**config.mk**
```make
export PLATFORM = sky130hd
export DESIGN_NAME = number_to_ascii_formatter
export DESIGN_NICKNAME = d
export VERILOG_FILES = /design/src/n2a_pkg.sv /design/src/n2a_bcd.sv /design/src/number_to_ascii_formatter.sv
export SDC_FILE = /design/constraint.sdc
export NUM_CORES = 1
export LEC_CHECK = 0
export BUFFER_PORTS_ARGS = -buffer_cell sky130_fd_sc_hd__buf_2
export CAP_MARGIN = 20
export CORE_ASPECT_RATIO = 0.5
export CORE_MARGIN = 3
export CORE_UTILIZATION = 50
export DETAILED_ROUTE_END_ITERATION = 8
export PLACE_DENSITY = 0.68
export SETUP_SLACK_MARGIN = 0.5
export SYNTH_ARGS = -nofsm -noshare
export SYNTH_HDL_FRONTEND = slang
export SYNTH_SLANG_ARGS = --single-unit
```
**constraint.sdc**
```tcl
create_clock -name clk -period 2.6 [get_ports clk]
set_input_delay 0.13 -clock clk [delete_from_list [all_inputs] [get_ports clk]]
set_output_delay 0.13 -clock clk [all_outputs]
set_load 0.02 [all_outputs]
```
**src/n2a_pkg.sv**
```systemverilog
// ----------------------------------------------------------------------------
// n2a_pkg: shared types and constants for the number to ASCII formatter
// Item layouts, mode codes, character constants and the digit-to-ASCII map.
// ----------------------------------------------------------------------------
package n2a_pkg;

  localparam int BIN_W      = 32;
  localparam int DEC_DIGITS = 10;
  localparam int HEX_DIGITS = 8;
  localparam int BCD_W      = 4 * DEC_DIGITS;

  localparam logic [2:0] MODE_DEC     = 3'd0;
  localparam logic [2:0] MODE_HEX_PFX = 3'd1;
  localparam logic [2:0] MODE_HEX     = 3'd2;
  localparam logic [2:0] MODE_CHAR    = 3'd3;
  localparam logic [2:0] MODE_UNKNOWN = 3'd4;

  localparam logic [7:0] CH_ZERO    = 8'h30;
  localparam logic [7:0] CH_UPPER_A = 8'h41;
  localparam logic [7:0] CH_PERCENT = 8'h25;
  localparam logic [7:0] CH_X       = 8'h78;
  localparam logic [7:0] CH_MINUS   = 8'h2D;

  typedef struct packed {
    logic [2:0]       mode;
    logic [BIN_W-1:0] value;
  } in_item_t;

  typedef struct packed {
    logic [7:0] char_code;
    logic       last;
  } out_item_t;

  // Map one digit (decimal or hex) to its uppercase ASCII code.
  function automatic logic [7:0] digit_char(input logic [3:0] d);
    logic [7:0] c;
    if (d < 4'd10) begin
      c = CH_ZERO + {4'd0, d};
    end else begin
      c = CH_UPPER_A + {4'd0, d} - 8'd10;
    end
    return c;
  endfunction

endpackage

```
**src/n2a_bcd.sv**
```systemverilog
// ----------------------------------------------------------------------------
// n2a_bcd: iterative binary to BCD converter
// Shift-add-3 over one bit per cycle from start until done.
// ----------------------------------------------------------------------------
module n2a_bcd (
  input  logic                     clk,
  input  logic                     rst_n,
  input  logic                     start,
  input  logic [n2a_pkg::BIN_W-1:0] bin,
  output logic                     done,
  output logic [n2a_pkg::BCD_W-1:0] bcd
);
  import n2a_pkg::*;

  localparam int CNT_W = $clog2(BIN_W);

  logic             busy_r, busy_nxt;
  logic             done_r, done_nxt;
  logic [CNT_W-1:0] cnt_r, cnt_nxt;
  logic [BIN_W-1:0] bin_r, bin_nxt;
  logic [BCD_W-1:0] bcd_r, bcd_nxt;
  logic [BCD_W-1:0] adj;

  // add 3 to every digit of 5 or more before the shift
  always_comb begin
    for (int i = 0; i < DEC_DIGITS; i++) begin
      if (bcd_r[4*i +: 4] >= 4'd5) begin
        adj[4*i +: 4] = bcd_r[4*i +: 4] + 4'd3;
      end else begin
        adj[4*i +: 4] = bcd_r[4*i +: 4];
      end
    end
  end

  always_comb begin
    busy_nxt = busy_r;
    done_nxt = 1'b0;
    cnt_nxt  = cnt_r;
    bin_nxt  = bin_r;
    bcd_nxt  = bcd_r;
    if (start) begin
      busy_nxt = 1'b1;
      cnt_nxt  = CNT_W'(BIN_W - 1);
      bin_nxt  = bin;
      bcd_nxt  = '0;
    end else if (busy_r) begin
      bcd_nxt = {adj[BCD_W-2:0], bin_r[BIN_W-1]};
      bin_nxt = {bin_r[BIN_W-2:0], 1'b0};
      cnt_nxt = cnt_r - 1'b1;
      if (cnt_r == '0) begin
        busy_nxt = 1'b0;
        done_nxt = 1'b1;
      end
    end
  end

  always_ff @(posedge clk) begin
    if (!rst_n) begin
      busy_r <= 1'b0;
      done_r <= 1'b0;
      cnt_r  <= '0;
    end else begin
      busy_r <= busy_nxt;
      done_r <= done_nxt;
      cnt_r  <= cnt_nxt;
    end
  end

  always_ff @(posedge clk) begin
    bin_r <= bin_nxt;
    bcd_r <= bcd_nxt;
  end

  assign done = done_r;
  assign bcd  = bcd_r;

endmodule

```
**src/number_to_ascii_formatter.sv**
```systemverilog
// ----------------------------------------------------------------------------
// number_to_ascii_formatter: integer to decimal / hex / character ASCII text
// Takes one request (mode, value) and emits its characters one per item.
// ----------------------------------------------------------------------------
// Usage:
//   in_valid/in_stall/in_data carry one request: mode and a 32-bit value.
//   out_valid/out_stall/out_data carry one ASCII character per item, most
//   significant first, with last set on the final character of a request.
//   A request is taken only while the block is idle; in_stall stays high
//   until its final character has been loaded into the output register.
//   Signed decimal runs the shift-add-3 BCD unit on the magnitude: the
//   accept edge loads it, it shifts in every bit and then hands the digits
//   over. Then an optional '-' goes out, leading zero digits are dropped one
//   per cycle, the skip state then turns to output, and the kept digits go
//   out one per cycle while the output is not stalled; dropped plus kept
//   digits are always 10. Hex requests skip the BCD unit, as do a single
//   character and a directive.
//   Modes 5 to 7 are accepted and produce no item.
//   Reset (rst_n low, synchronous) returns to idle and empties the output.
//   When out_stall is high on a valid item, it holds and the output states wait.
// ----------------------------------------------------------------------------
module number_to_ascii_formatter (
  input  logic                clk,
  input  logic                rst_n,
  input  logic                in_valid,
  output logic                in_stall,
  input  n2a_pkg::in_item_t   in_data,
  output logic                out_valid,
  input  logic                out_stall,
  output n2a_pkg::out_item_t  out_data
);
  import n2a_pkg::*;

  localparam logic [2:0] ST_IDLE  = 3'd0;
  localparam logic [2:0] ST_CONV  = 3'd1;
  localparam logic [2:0] ST_PRE   = 3'd2;
  localparam logic [2:0] ST_SKIP  = 3'd3;
  localparam logic [2:0] ST_DIGIT = 3'd4;

  logic [2:0]       state_r, state_nxt;
  logic [15:0]      pre_r, pre_nxt;
  logic [1:0]       pre_n_r, pre_n_nxt;
  logic             has_dig_r, has_dig_nxt;
  logic [BCD_W-1:0] dig_r, dig_nxt;
  logic [3:0]       cnt_r, cnt_nxt;
  logic             out_valid_r, out_valid_nxt;
  out_item_t        out_data_r, out_data_nxt;

  logic             accept;
  logic             can_put;
  logic             bcd_start;
  logic             bcd_done;
  logic [BCD_W-1:0] bcd_val;
  logic [BIN_W-1:0] mag;

  assign accept  = in_valid && (state_r == ST_IDLE);
  assign can_put = !out_valid_r || !out_stall;
  assign mag     = in_data.value[BIN_W-1] ? (BIN_W'(0) - in_data.value) : in_data.value;

  n2a_bcd u_bcd (
    .clk   (clk),
    .rst_n (rst_n),
    .start (bcd_start),
    .bin   (mag),
    .done  (bcd_done),
    .bcd   (bcd_val)
  );

  always_comb begin
    state_nxt     = state_r;
    pre_nxt       = pre_r;
    pre_n_nxt     = pre_n_r;
    has_dig_nxt   = has_dig_r;
    dig_nxt       = dig_r;
    cnt_nxt       = cnt_r;
    out_valid_nxt = out_valid_r && out_stall;
    out_data_nxt  = out_data_r;
    bcd_start     = 1'b0;

    case (state_r)
      ST_IDLE: begin
        if (accept) begin
          case (in_data.mode)
            MODE_DEC: begin
              has_dig_nxt = 1'b1;
              pre_nxt     = {CH_MINUS, 8'h00};
              pre_n_nxt   = {1'b0, in_data.value[BIN_W-1]};
              bcd_start   = 1'b1;
              state_nxt   = ST_CONV;
            end
            MODE_HEX_PFX: begin
              has_dig_nxt = 1'b1;
              pre_nxt     = {CH_ZERO, CH_X};
              pre_n_nxt   = 2'd2;
              dig_nxt     = {in_data.value, 8'h00};
              cnt_nxt     = 4'(HEX_DIGITS);
              state_nxt   = ST_PRE;
            end
            MODE_HEX: begin
              has_dig_nxt = 1'b1;
              pre_n_nxt   = 2'd0;
              dig_nxt     = {in_data.value, 8'h00};
              cnt_nxt     = 4'(HEX_DIGITS);
              state_nxt   = ST_SKIP;
            end
            MODE_CHAR: begin
              has_dig_nxt = 1'b0;
              pre_nxt     = {in_data.value[7:0], 8'h00};
              pre_n_nxt   = 2'd1;
              state_nxt   = ST_PRE;
            end
            MODE_UNKNOWN: begin
              has_dig_nxt = 1'b0;
              pre_nxt     = {CH_PERCENT, in_data.value[7:0]};
              pre_n_nxt   = 2'd2;
              state_nxt   = ST_PRE;
            end
            default: begin
              // drop undefined modes
              state_nxt = ST_IDLE;
            end
          endcase
        end
      end

      ST_CONV: begin
        if (bcd_done) begin
          dig_nxt   = bcd_val;
          cnt_nxt   = 4'(DEC_DIGITS);
          state_nxt = (pre_n_r != 2'd0) ? ST_PRE : ST_SKIP;
        end
      end

      ST_PRE: begin
        if (can_put) begin
          out_valid_nxt          = 1'b1;
          out_data_nxt.char_code = pre_r[15:8];
          out_data_nxt.last      = (pre_n_r == 2'd1) && !has_dig_r;
          pre_nxt                = {pre_r[7:0], 8'h00};
          pre_n_nxt              = pre_n_r - 2'd1;
          if (pre_n_r == 2'd1) begin
            state_nxt = has_dig_r ? ST_SKIP : ST_IDLE;
          end
        end
      end

      ST_SKIP: begin
        // drop leading zero digits, always keep the final one
        if (dig_r[BCD_W-1 -: 4] == 4'd0 && cnt_r > 4'd1) begin
          dig_nxt = {dig_r[BCD_W-5:0], 4'd0};
          cnt_nxt = cnt_r - 4'd1;
        end else begin
          state_nxt = ST_DIGIT;
        end
      end

      ST_DIGIT: begin
        if (can_put) begin
          out_valid_nxt          = 1'b1;
          out_data_nxt.char_code = digit_char(dig_r[BCD_W-1 -: 4]);
          out_data_nxt.last      = (cnt_r == 4'd1);
          dig_nxt                = {dig_r[BCD_W-5:0], 4'd0};
          cnt_nxt                = cnt_r - 4'd1;
          if (cnt_r == 4'd1) begin
            state_nxt = ST_IDLE;
          end
        end
      end

      default: begin
        state_nxt = ST_IDLE;
      end
    endcase
  end

  always_ff @(posedge clk) begin
    if (!rst_n) begin
      state_r     <= ST_IDLE;
      out_valid_r <= 1'b0;
      pre_n_r     <= 2'd0;
      has_dig_r   <= 1'b0;
      cnt_r       <= 4'd0;
    end else begin
      state_r     <= state_nxt;
      out_valid_r <= out_valid_nxt;
      pre_n_r     <= pre_n_nxt;
      has_dig_r   <= has_dig_nxt;
      cnt_r       <= cnt_nxt;
    end
  end

  always_ff @(posedge clk) begin
    pre_r      <= pre_nxt;
    dig_r      <= dig_nxt;
    out_data_r <= out_data_nxt;
  end

  assign in_stall  = (state_r != ST_IDLE);
  assign out_valid = out_valid_r;
  assign out_data  = out_data_r;

endmodule
```
==> load_flow_metrics.sql, run 1 <==
INSERT INTO impl_metrics (metric_group, metric, value, unit) VALUES
('outcome', 'status', 'finished, final reports clean', ''),
('grt', 'grt_first_pass_wirelength', '37700', 'um'),
('critical_path', 'critPathSlowestCell', 'edfxtp_1', ''),
('placement', 'place.port_buffers', '49', ''),
('critical_path', 'cp_slowest_stage_delay', '430', 'ps'),
('clock_tree', 'cts.clk_slew.worst_paths', '60', 'ps'),
('layout', 'final_cell_mix', 'edfxtp_1, nor2_1, a21oi_1', ''),
('critical_path', 'criticalPathCategory', 'flop to flop', ''),
('timing', 'setup_viol', '0', ''),
('placement', 'hpwl', '15900', 'um'),
('floorplanning', 'total_die_area', '20300', 'um2'),
('detailed_routing', 'routedWlPerCell', '19.0', 'um'),
('pwr', 'power_density', '1110', 'nW/um2'),
('floorplanning', 'number_of_core_rows', '34', ''),
('critical_path', 'worstPathCellList', 'inv_1 -> ha_1 -> o211a_1 -> o211ai_1 -> nand2b_4 -> clkinvlp_4 -> buf_12 -> buf_12', ''),
('logic_synthesis', 'synth_area_per_cell', '9.32', 'um2'),
('floorplanning', 'core_area', '17800', 'um2'),
('floorplanning', 'start_util', '0.522', ''),
('detailed_routing', 'routed_via_density', '6.14', ''),
('layout', 'drive_gt1_frac', '0.130', ''),
('logic_synthesis', 'synth_warnings', '0', ''),
('logic_synthesis', 'async_flop_share', '0', ''),
('timing', 'max_slew.worst_pin.slew', '748', 'ps'),
('critical_path', 'critical_path.endpoint_type', 'flop', ''),
('layout', 'fin_util', '0.591', ''),
('critical_path', 'worst_ep_arrival_time', '2150', 'ps'),
('placement', 'globalplace.congestion', '0.850', ''),
('floorplanning', 'top_level_ports', '50', ''),
('layout', 'fill_cell_instance_count_of_the_final_layout', '1537', ''),
('logic_synthesis', 'dominant_synthesized_flop_cell', 'edfxtp_1', ''),
('layout', 'antenna_cells', '0', ''),
('floorplanning', 'die_x', '199', 'um'),
('clock_tree', 'htree_num_levels', '4', ''),
('layout', 'layout.area.seq', '4090', 'um2'),
('logic_synthesis', 'register_bit_total_from_synthesis', '155', ''),
('detailed_routing', 'firstDrtPassIters', '5', ''),
('timing', 'timing.final.max_slew_violations', '0', ''),
('min_path', 'worstHoldPathType', 'input port to flop', ''),
('timing', 'finalSetupTns', '0', 'ps'),
('grt', 'grt_max_degree', '64', ''),
('detailed_routing', 'drc', '0', ''),
('logic_synthesis', 'post_synth_inst_count', '996', ''),
('run', 'maxCapViolCount', '0', ''),
('timing', 'finalCritPeriodShare', '0.774', ''),
('logic_synthesis', 'syn_nets', '1062', ''),
('pwr', 'irDropWorstVdd', '0.518', 'mV'),
('layout', 'layout_commonest_cell', 'edfxtp_1', ''),
('timing', 'fmaxAchievable', '0.497', 'GHz'),
('layout', 'num-nets-final', '1081', ''),
('timing', 'timing_hold_violations_final', '0', ''),
('critical_path', 'cp-start-kind', 'flop', ''),
('clock_tree', 'cts_tree', 'yes', ''),
('detailed_routing', 'routed_wl', '23900', 'um'),
('critical_path', 'cp_max_fo', '18', ''),
('logic_synthesis', 'seq_area_frac_synth', '0.439', ''),
('timing', 'layout_min_cycle_time', '2010', 'ps'),
('detailed_routing', 'initialDrtViolationCount', '536', ''),
('detailed_routing', 'num_vias', '7747', ''),
('clock_tree', 'clockRootBuffer', 'clkbuf_16', ''),
('clock_tree', 'cts_buffers', '17', ''),
('clock_tree', 'clkLatencyLatePin', '440', 'ps'),
('grt', 'sum_of_overflow_across_all_layers_after_global_routing', '0', ''),
('critical_path', 'most_used_cell_cp', 'buf_12', ''),
('critical_path', 'cp_data_required_time', '2740', 'ps'),
('logic_synthesis', 'number_of_enable_flip_flop_cells_after_synthesis', '97', ''),
('floorplanning', 'die_h', '102', 'um'),
('timing', 'clock-skew-final', '10.9', 'ps'),
('grt', 'first_global_vias', '7137', ''),
('pwr', 'power.static_leakage', '0.00404', 'uW'),
('timing', 'slew-limit-headroom', '0.502', ''),
('detailed_routing', 'ant_nets', '0', ''),
('logic_synthesis', 'yosys.cell_types.count', '59', ''),
('timing', 'unrepaired_setup_endpoints_after_global_routing', 'false', ''),
('clock_tree', 'cts_sinks', '155', ''),
('clock_tree', 'ctsLongestPathBuffers', '2', ''),
('grt', 'grt_usage', '0.238', ''),
('layout', 'multi_input_comb_area', '4830', 'um2'),
('grt', 'antenna_found_initial', '0', ''),
('logic_synthesis', 'post_synth_instance_area', '9290', 'um2'),
('layout', 'syn_to_final_growth', '13.3', '%');
[sequential cells by signal, summed over array words and instances (netlist names)]
register,count
dig_r,40
u_bcd.done,1
state_r,3
u_bcd.busy_r,1
u_bcd.cnt_r,5
cnt_r,4
out_valid,1
u_bcd.bin_r,32
has_dig_r,1
pre_r,16
pre_n_r,2
u_bcd.bcd,40
out_data,9
[final timing paths]
kind	depth (start not counted)	end	from	slack, ps
hold / removal	3	u_bcd.bin_r[29]	in_data[29]	140
setup reg to reg	8	dig_r[15]	dig_r[36]	590
hold reg to reg	2	u_bcd.bcd[39]	u_bcd.bcd[39]	480
setup / recovery	8	dig_r[15]	dig_r[36]	590
[cell usage after synthesis, drive strengths merged (27+ instances only)]
cell type | number | share of area
inv | 38 | 0.015
nor2b | 32 | 0.022
a21oi | 82 | 0.044
o21ai | 68 | 0.037
mux2i | 30 | 0.032
clkbuf | 67 | 0.027
edfxtp | 97 | 0.31
nand2 | 70 | 0.028
a22o | 72 | 0.068
nor2 | 92 | 0.037
ha | 27 | 0.036
dfxtp | 58 | 0.13
a221o | 32 | 0.034
[metrics by stage]
stage                     power, uW  hold WS [ps]  instance area [um2]  worst slack (ps)  instances
after floorplan                7590           239                 9350               353        996
after global placement         8820           415                 9820               395       1222
after detailed placement       8970           423                 9820               412       1222
after CTS                     11500           106                10400               528       1257
after global routing          12500           144                10500               496       1262
final                         11700           137                10500               587       1262
[worst max-delay path, delay by kind of cell, from the launching register on]
family | cells | cell delay (ps)
buffers and inverters | 4 | 510
DFF | 1 | 430
and+or+nand+nor | 1 | 190
AOI/OAI and AO/OA | 2 | 330
adders and majority gates | 1 | 250
[report_power, final]
part | total (uW) | leakage (uW) | switching, uW | internal, uW
Combinational | 4690 | 0.00238 | 2610 | 2090
Clock | 2540 | 0.000279 | 1030 | 1510
Sequential | 4470 | 0.00139 | 794 | 3670
[logic make-up after synthesis]
group	synth area share
AOI/OAI and AO/OA	0.236
and+or+nand+nor	0.164
DFF	0.439
buffers and inverters	0.0492
xor gates and xnor gates	0.0415
muxes	0.0336
adders and majority gates	0.0364
[cell type report]
class / instances / share of cell area
inverters: 38 / 0.0142
clock inverters: 11 / 0.0138
multi-input cells: 723 / 0.459
clock buffers: 21 / 0.0419
repair buffers: 80 / 0.0545
flip-flops and latches: 155 / 0.389
well taps: 234 / 0.0278
[what timing repair did]
action	4_1_cts	5_1_grt
gates resized for setup	2	3
pin swaps	0	0
gates cloned	0	1
hold buffers	3	0
hold endpoints to repair	3	0
setup buffers	0	4
setup endpoints to repair	37	128
[metal layers]
| layer | track usage | wire length [um] | vias up |
|---|---|---|---|
| met2 | 0.368 | 10400 | 283 |
| met1 | 0.339 | 11300 | 3723 |
| met5 | 0 | 0 | - |
| met3 | 0.0491 | 1830 | 34 |
| met4 | 0.0707 | 396 | 0 |
| li1 | - | - | 3707 |
No activity file was read; power rests on OpenSTA's default activity.
==> inputs of run 2 (changes only) <==
==> constraint.sdc (replaced) <==
create_clock -name clk -period 1.6 [get_ports clk]
set_input_delay 0.08 -clock clk [delete_from_list [all_inputs] [get_ports clk]]
set_output_delay 0.08 -clock clk [all_outputs]
set_load 0.02 [all_outputs]
==> run 2 against run 1 <==
  * The run now ends with negative setup slack left
  * Register-to-register slack worse by 930 ps
  * Critical path depth is 2 lower
  * Non-clock buffer count is 200 higher
  * Largest power group unchanged
  * Worst setup slack worse by 930 ps
  * Highest routed layer unchanged
==> load_flow_metrics.sql, run 2 (synthesis results as in run 1) <==
INSERT INTO impl_metrics (metric_group, metric, value, unit) VALUES
('grt', 'grt_max_degree', '61', ''),
('critical_path', 'criticalPathCategory', 'flop to flop', ''),
('floorplanning', 'die_x', '199', 'um'),
('layout', 'final_design_area_no_fill', '14200', 'um2'),
('floorplanning', 'number_of_core_rows', '34', ''),
('grt', 'first_global_vias', '8142', ''),
('critical_path', 'cp_slowest_stage_delay', '430', 'ps'),
('timing', 'unrepaired_setup_endpoints_after_global_routing', 'true', ''),
('timing', 'finalCritPeriodShare', '1.21', ''),
('timing', 'layout_min_cycle_time', '1940', 'ps'),
('timing', 'max_slew.worst_pin.slew', '695', 'ps'),
('timing', 'timing.final.max_slew_violations', '0', ''),
('clock_tree', 'clockRootBuffer', 'clkbuf_16', ''),
('detailed_routing', 'firstDrtPassIters', '7', ''),
('pwr', 'sequentialPowerShare', '0.297', ''),
('detailed_routing', 'routedWlPerCell', '23.5', 'um'),
('outcome', 'status', 'finished with violations', ''),
('layout', 'drive_gt1_frac', '0.431', ''),
('grt', 'sum_of_overflow_across_all_layers_after_global_routing', '0', ''),
('pwr', 'power_frac_clock', '0.159', ''),
('detailed_routing', 'drc', '0', ''),
('clock_tree', 'cts_sinks', '155', ''),
('clock_tree', 'htree_num_levels', '4', ''),
('detailed_routing', 'initialDrtViolationCount', '1004', ''),
('detailed_routing', 'routed_via_density', '6.44', ''),
('layout', 'num-nets-final', '1281', ''),
('layout', 'fill_cell_instance_count_of_the_final_layout', '969', ''),
('floorplanning', 'total_die_area', '20300', 'um2'),
('detailed_routing', 'num_vias', '9409', ''),
('critical_path', 'critical_path.endpoint_type', 'flop', ''),
('layout', 'fin_util', '0.797', ''),
('clock_tree', 'clkLatencyLatePin', '430', 'ps'),
('critical_path', 'cp_max_fo', '6', ''),
('timing', 'slew-limit-headroom', '0.536', ''),
('placement', 'dpl_cell_area', '11100', 'um2'),
('grt', 'grt_usage', '0.282', ''),
('detailed_routing', 'ant_nets', '0', ''),
('critical_path', 'cp-start-kind', 'flop', ''),
('clock_tree', 'cts_buffers', '17', ''),
('layout', 'multi_input_comb_area', '5880', 'um2'),
('min_path', 'worstHoldPathType', 'input port to flop', ''),
('critical_path', 'cp_data_required_time', '1940', 'ps'),
('timing', 'setup_viol', '239', ''),
('timing', 'clock-skew-final', '13.6', 'ps'),
('run', 'maxCapViolCount', '0', ''),
('clock_tree', 'cts_tree', 'yes', ''),
('clock_tree', 'ctsLongestPathBuffers', '2', ''),
('placement', 'globalplace.congestion', '0.867', ''),
('floorplanning', 'top_level_ports', '50', ''),
('layout', 'layout_commonest_cell', 'buf_4', ''),
('outcome', 'failed_checks', 'negative setup slack', ''),
('critical_path', 'worst_ep_arrival_time', '2280', 'ps'),
('pwr', 'irDropWorstVdd', '1.04', 'mV'),
('floorplanning', 'die_h', '102', 'um'),
('timing', 'final.hold.worst_slack', '77.0', 'ps'),
('grt', 'antenna_found_initial', '0', ''),
('layout', 'layout.area.seq', '4100', 'um2'),
('critical_path', 'critPathSlowestCell', 'or4_4', ''),
('detailed_routing', 'routed_wl', '34400', 'um'),
('floorplanning', 'core_area', '17800', 'um2'),
('layout', 'final_cell_mix', 'buf_4, edfxtp_1, a22o_1', ''),
('timing', 'timing_hold_violations_final', '0', ''),
('critical_path', 'worst-path-buf-inv', '1', ''),
('pwr', 'reported_net_switching_power', '9510', 'uW'),
('timing', 'setup_ws', '-339', 'ps'),
('clock_tree', 'cts.clk_slew.worst_paths', '70', 'ps'),
('timing', 'fmaxAchievable', '0.516', 'GHz'),
('pwr', 'cellInternalPower', '14600', 'uW'),
('pwr', 'power.share.combinational', '0.544', ''),
('placement', 'place.port_buffers', '49', ''),
('floorplanning', 'start_util', '0.522', ''),
('layout', 'antenna_cells', '0', ''),
('pwr', 'power.static_leakage', '0.00557', 'uW'),
('critical_path', 'path_delay_family', 'simple AND/OR/NAND/NOR gates', ''),
('critical_path', 'worstPathCellList', 'buf_6 -> and3_4 -> or4_4 -> or2_4 -> or3_1 -> a31oi_1', ''),
('layout', 'syn_to_final_growth', '52.7', '%'),
('placement', 'hpwl', '18500', 'um'),
('placement', 'post-place-ws', '-388', 'ps'),
('grt', 'grt_first_pass_wirelength', '44300', 'um'),
('pwr', 'power_density', '1700', 'nW/um2'),
('pwr', 'p_sw_frac', '0.394', '');
run 2: changes by cell type in the layout (fill, tap and decap cells not counted), sizes merged:
cell	change
clkbuf	+19
bufinv	-3
clkinvlp	-1
buf	+181
inv	+4
run 2: routing by layer:
layer	GRT usage	vias up	routed length (um)
met4	0.0680	0	1030
met2	0.427	581	15100
met3	0.0797	120	4190
li1	-	4125	-
met5	0	-	0
met1	0.404	4583	14000
run 2: power groups by stage:
stage	Combinational [uW]	Clock, uW	Sequential [uW]
2_1_floorplan	6110	0	6940
3_3_place_gp	8670	0	7060
3_5_place_dp	8940	0	7110
4_1_cts	10700	3820	7030
5_1_grt	13800	3970	7300
6_report	13100	3840	7170
run 2: per-stage QoR:
| stage | power (uW) | setup TNS [ps] | instances |
|---|---|---|---|
| 2_1_floorplan | 13000 | -45040 | 996 |
| 3_3_place_gp | 15700 | -25250 | 1336 |
| 3_5_place_dp | 16000 | -29510 | 1336 |
| 4_1_cts | 21500 | -28460 | 1407 |
| 5_1_grt | 25100 | -61380 | 1462 |
| 6_report | 24100 | -52250 | 1462 |
run 2: layout make-up:
cell class | count | area share
Sequential cell | 155 | 0.289
Timing Repair Buffer | 280 | 0.227
Clock inverter | 11 | 0.00459
Inverter | 38 | 0.0107
Multi-Input combinational cell | 723 | 0.415
Tap cell | 234 | 0.0207
Clock buffer | 21 | 0.0333
run 2: worst paths after layout:
path         depth (start not counted)  slack [ps]               to           from
max                                  6        -340       pre_n_r[0]     state_r[1]
min                                  3          80  u_bcd.bin_r[29]    in_data[29]
max reg2reg                          6        -340       pre_n_r[0]     state_r[1]
min reg2reg                          2         490    u_bcd.bcd[39]  u_bcd.bcd[39]
run 2: timing repair:
action / in CTS / in global routing
setup buffers: 25 / 30
cloned: 11 / 25
hold buffers: 3 / 0
endpoints found under the hold margin: 4 / 0
pin swaps: 22 / 92
endpoints found under the setup margin: 254 / 254
gates resized for setup: 69 / 264
run 2: tightest hold or removal path: stages:
cell,delay (ps)
buf_2,140
nand4_1,90
o311ai_1,80
==> inputs of run 3 (changes only) <==
--- a/config.mk
+++ b/config.mk
@@ -7,7 +7,7 @@
 export LEC_CHECK = 0
 export BUFFER_PORTS_ARGS = -buffer_cell sky130_fd_sc_hd__buf_2
 export CAP_MARGIN = 20
-export CORE_ASPECT_RATIO = 0.5
+export CORE_ASPECT_RATIO = 1.5
 export CORE_MARGIN = 3
 export CORE_UTILIZATION = 50
 export DETAILED_ROUTE_END_ITERATION = 8
@@ -16,3 +16,4 @@
 export SYNTH_ARGS = -nofsm -noshare
 export SYNTH_HDL_FRONTEND = slang
 export SYNTH_SLANG_ARGS = --single-unit
+export TNS_END_PERCENT = 10
==> run 3 against run 2 <==
  * The run still ends with negative setup slack left
  * Clock power increased by 5.7%
  * Largest cell class unchanged
  * Global-route usage decreased by 2.8 points
  * Register-to-register slack improved by 90 ps
  * Die area decreased by 0.32%
  * Non-clock buffer count decreased by 83
  * Via count decreased by 12%
  * Hold slack got worse by 3.5 ps
  * Combinational power decreased by 30%
  * Wire length decreased by 25%
  * Maximum frequency increased by 5.0%
==> load_flow_metrics.sql, run 3 (synthesis results as in run 1) <==
INSERT INTO impl_metrics (metric_group, metric, value, unit) VALUES
('outcome', 'status', 'finished with violations', ''),
('outcome', 'failed_checks', 'negative setup slack', ''),
('floorplanning', 'number_of_core_rows', '60', ''),
('layout', 'fill_cell_instance_count_of_the_final_layout', '1471', ''),
('critical_path', 'cp_data_required_time', '1770', 'ps'),
('grt', 'grt_usage', '0.255', ''),
('clock_tree', 'clkLatencyLatePin', '430', 'ps'),
('timing', 'layout_min_cycle_time', '1850', 'ps'),
('layout', 'syn_to_final_growth', '27.7', '%'),
('layout', 'drive_gt1_frac', '0.269', ''),
('critical_path', 'reg2reg_slack', '-250', 'ps'),
('pwr', 'power.static_leakage', '0.00471', 'uW'),
('grt', 'sum_of_overflow_across_all_layers_after_global_routing', '0', ''),
('grt', 'grt_first_pass_wirelength', '40700', 'um'),
('timing', 'clock-skew-final', '9.83', 'ps'),
('timing', 'final.hold.worst_slack', '73.6', 'ps'),
('clock_tree', 'cts.clk_slew.worst_paths', '60', 'ps'),
('floorplanning', 'top_level_ports', '50', ''),
('timing', 'max_slew.worst_pin.slew', '511', 'ps'),
('placement', 'dpl_cell_area', '10900', 'um2'),
('detailed_routing', 'routedWlPerCell', '18.4', 'um'),
('layout', 'num-nets-final', '1198', ''),
('min_path', 'worstHoldPathType', 'input port to flop', ''),
('grt', 'grt_max_degree', '61', ''),
('clock_tree', 'htree_num_levels', '4', ''),
('layout', 'final_cell_mix', 'buf_4, edfxtp_1, nor2_1', ''),
('timing', 'timing_hold_violations_final', '0', ''),
('grt', 'antenna_found_initial', '0', ''),
('placement', 'globalplace.congestion', '0.959', ''),
('floorplanning', 'total_die_area', '20300', 'um2'),
('clock_tree', 'clockRootBuffer', 'clkbuf_16', ''),
('timing', 'timing.final.max_slew_violations', '0', ''),
('pwr', 'report.power.total', '20300', 'uW'),
('floorplanning', 'die_x', '117', 'um'),
('floorplanning', 'core_area', '18100', 'um2'),
('clock_tree', 'cts_buffers', '17', ''),
('critical_path', 'cp_max_fo', '40', ''),
('detailed_routing', 'num_vias', '8266', ''),
('detailed_routing', 'routed_wl', '25700', 'um'),
('detailed_routing', 'initialDrtViolationCount', '769', ''),
('floorplanning', 'start_util', '0.513', ''),
('critical_path', 'critical_path.endpoint_type', 'flop', ''),
('grt', 'first_global_vias', '7846', ''),
('clock_tree', 'cts_tree', 'yes', ''),
('timing', 'finalCritPeriodShare', '1.15', ''),
('pwr', 'power_density', '1710', 'nW/um2'),
('critical_path', 'cp-start-kind', 'flop', ''),
('timing', 'fmaxAchievable', '0.542', 'GHz'),
('timing', 'setup_ws', '-246', 'ps'),
('clock_tree', 'ctsLongestPathBuffers', '2', ''),
('run', 'maxCapViolCount', '0', ''),
('timing', 'unrepaired_setup_endpoints_after_global_routing', 'true', ''),
('detailed_routing', 'drc', '0', ''),
('floorplanning', 'die_h', '173', 'um'),
('timing', 'slew-limit-headroom', '0.659', ''),
('detailed_routing', 'routed_via_density', '5.93', ''),
('timing', 'finalSetupTns', '-19080', 'ps'),
('critical_path', 'criticalPathCategory', 'flop to flop', ''),
('placement', 'place.port_buffers', '49', ''),
('layout', 'layout_commonest_cell', 'buf_4', ''),
('layout', 'final_design_area_no_fill', '11900', 'um2'),
('pwr', 'irDropWorstVdd', '0.991', 'mV'),
('clock_tree', 'cts_sinks', '155', ''),
('detailed_routing', 'ant_nets', '0', ''),
('critical_path', 'cp_slowest_stage_delay', '330', 'ps'),
('critical_path', 'worst_ep_arrival_time', '2020', 'ps'),
('critical_path', 'critPathSlowestCell', 'dfxtp_2', ''),
('detailed_routing', 'firstDrtPassIters', '5', ''),
('critical_path', 'worstPathCellList', 'or2_4 -> o211a_1 -> o211ai_1 -> nand2b_4 -> clkinvlp_4 -> buf_12', ''),
('placement', 'hpwl', '18000', 'um'),
('timing', 'setup_viol', '180', '');
==> run 3: final timing paths <==
kind,startpoint,end,depth (start not counted)
worst max register to register,cnt_r[3],dig_r[32],6
worst min-delay path,in_data[29],u_bcd.bin_r[29],2
worst max-delay path,cnt_r[3],dig_r[32],6
worst min register to register,u_bcd.bcd[39],u_bcd.bcd[39],2
==> run 3: final cells by class <==
cell class                 count  area (um2)  area share
clock inverter                14         151      0.0128
multi-input combinational    723        5070       0.427
inverter                      38         149      0.0126
tap                          248         310      0.0262
sequential                   155        4090       0.345
antenna                        1        2.50    0.000211
clock buffer                  18         429      0.0362
timing repair buffer         197        1650       0.139
==> run 3: through the flow <==
stage / cells / worst slack (ps) / utilization
after floorplan: 996 / -647 / -
after global placement: 1354 / -285 / 0.600
after detailed placement: 1354 / -320 / 0.600
after CTS: 1392 / -256 / 0.648
after global routing: 1393 / -330 / 0.655
final: 1394 / -246 / 0.655
==> run 3: routing by layer <==
layer,wire length [um],GRT usage,share of wire
met1,10200,0.315,0.40
met2,13300,0.439,0.52
met3,1270,0.0371,0.049
met4,852,0.0990,0.033
met5,0,0,0
==> run 3: report_power, final <==
part           leakage [uW]  internal, uW  switching (uW)
clock              0.000281          2220            1840
combinational       0.00304          4380            4790
sequential          0.00139          5970            1110
total               0.00471         12600            7750
==> run 3: what timing repair did <==
action,CTS,global route
pin swaps,54,19
endpoints found under the hold margin,3,0
endpoints found under the setup margin,254,253
gates cloned,0,0
buffers inserted,4,1
hold buffers,2,0
resized for setup,70,31
==> run 3: critical path: cells and delay by family (launching register included) <==
kind / cells / cell delay [ps]
AND/OR/NAND/NOR: 2 / 450
flip-flops: 1 / 330
buffers and inverters: 2 / 290
AO/OA/AOI/OAI: 2 / 490
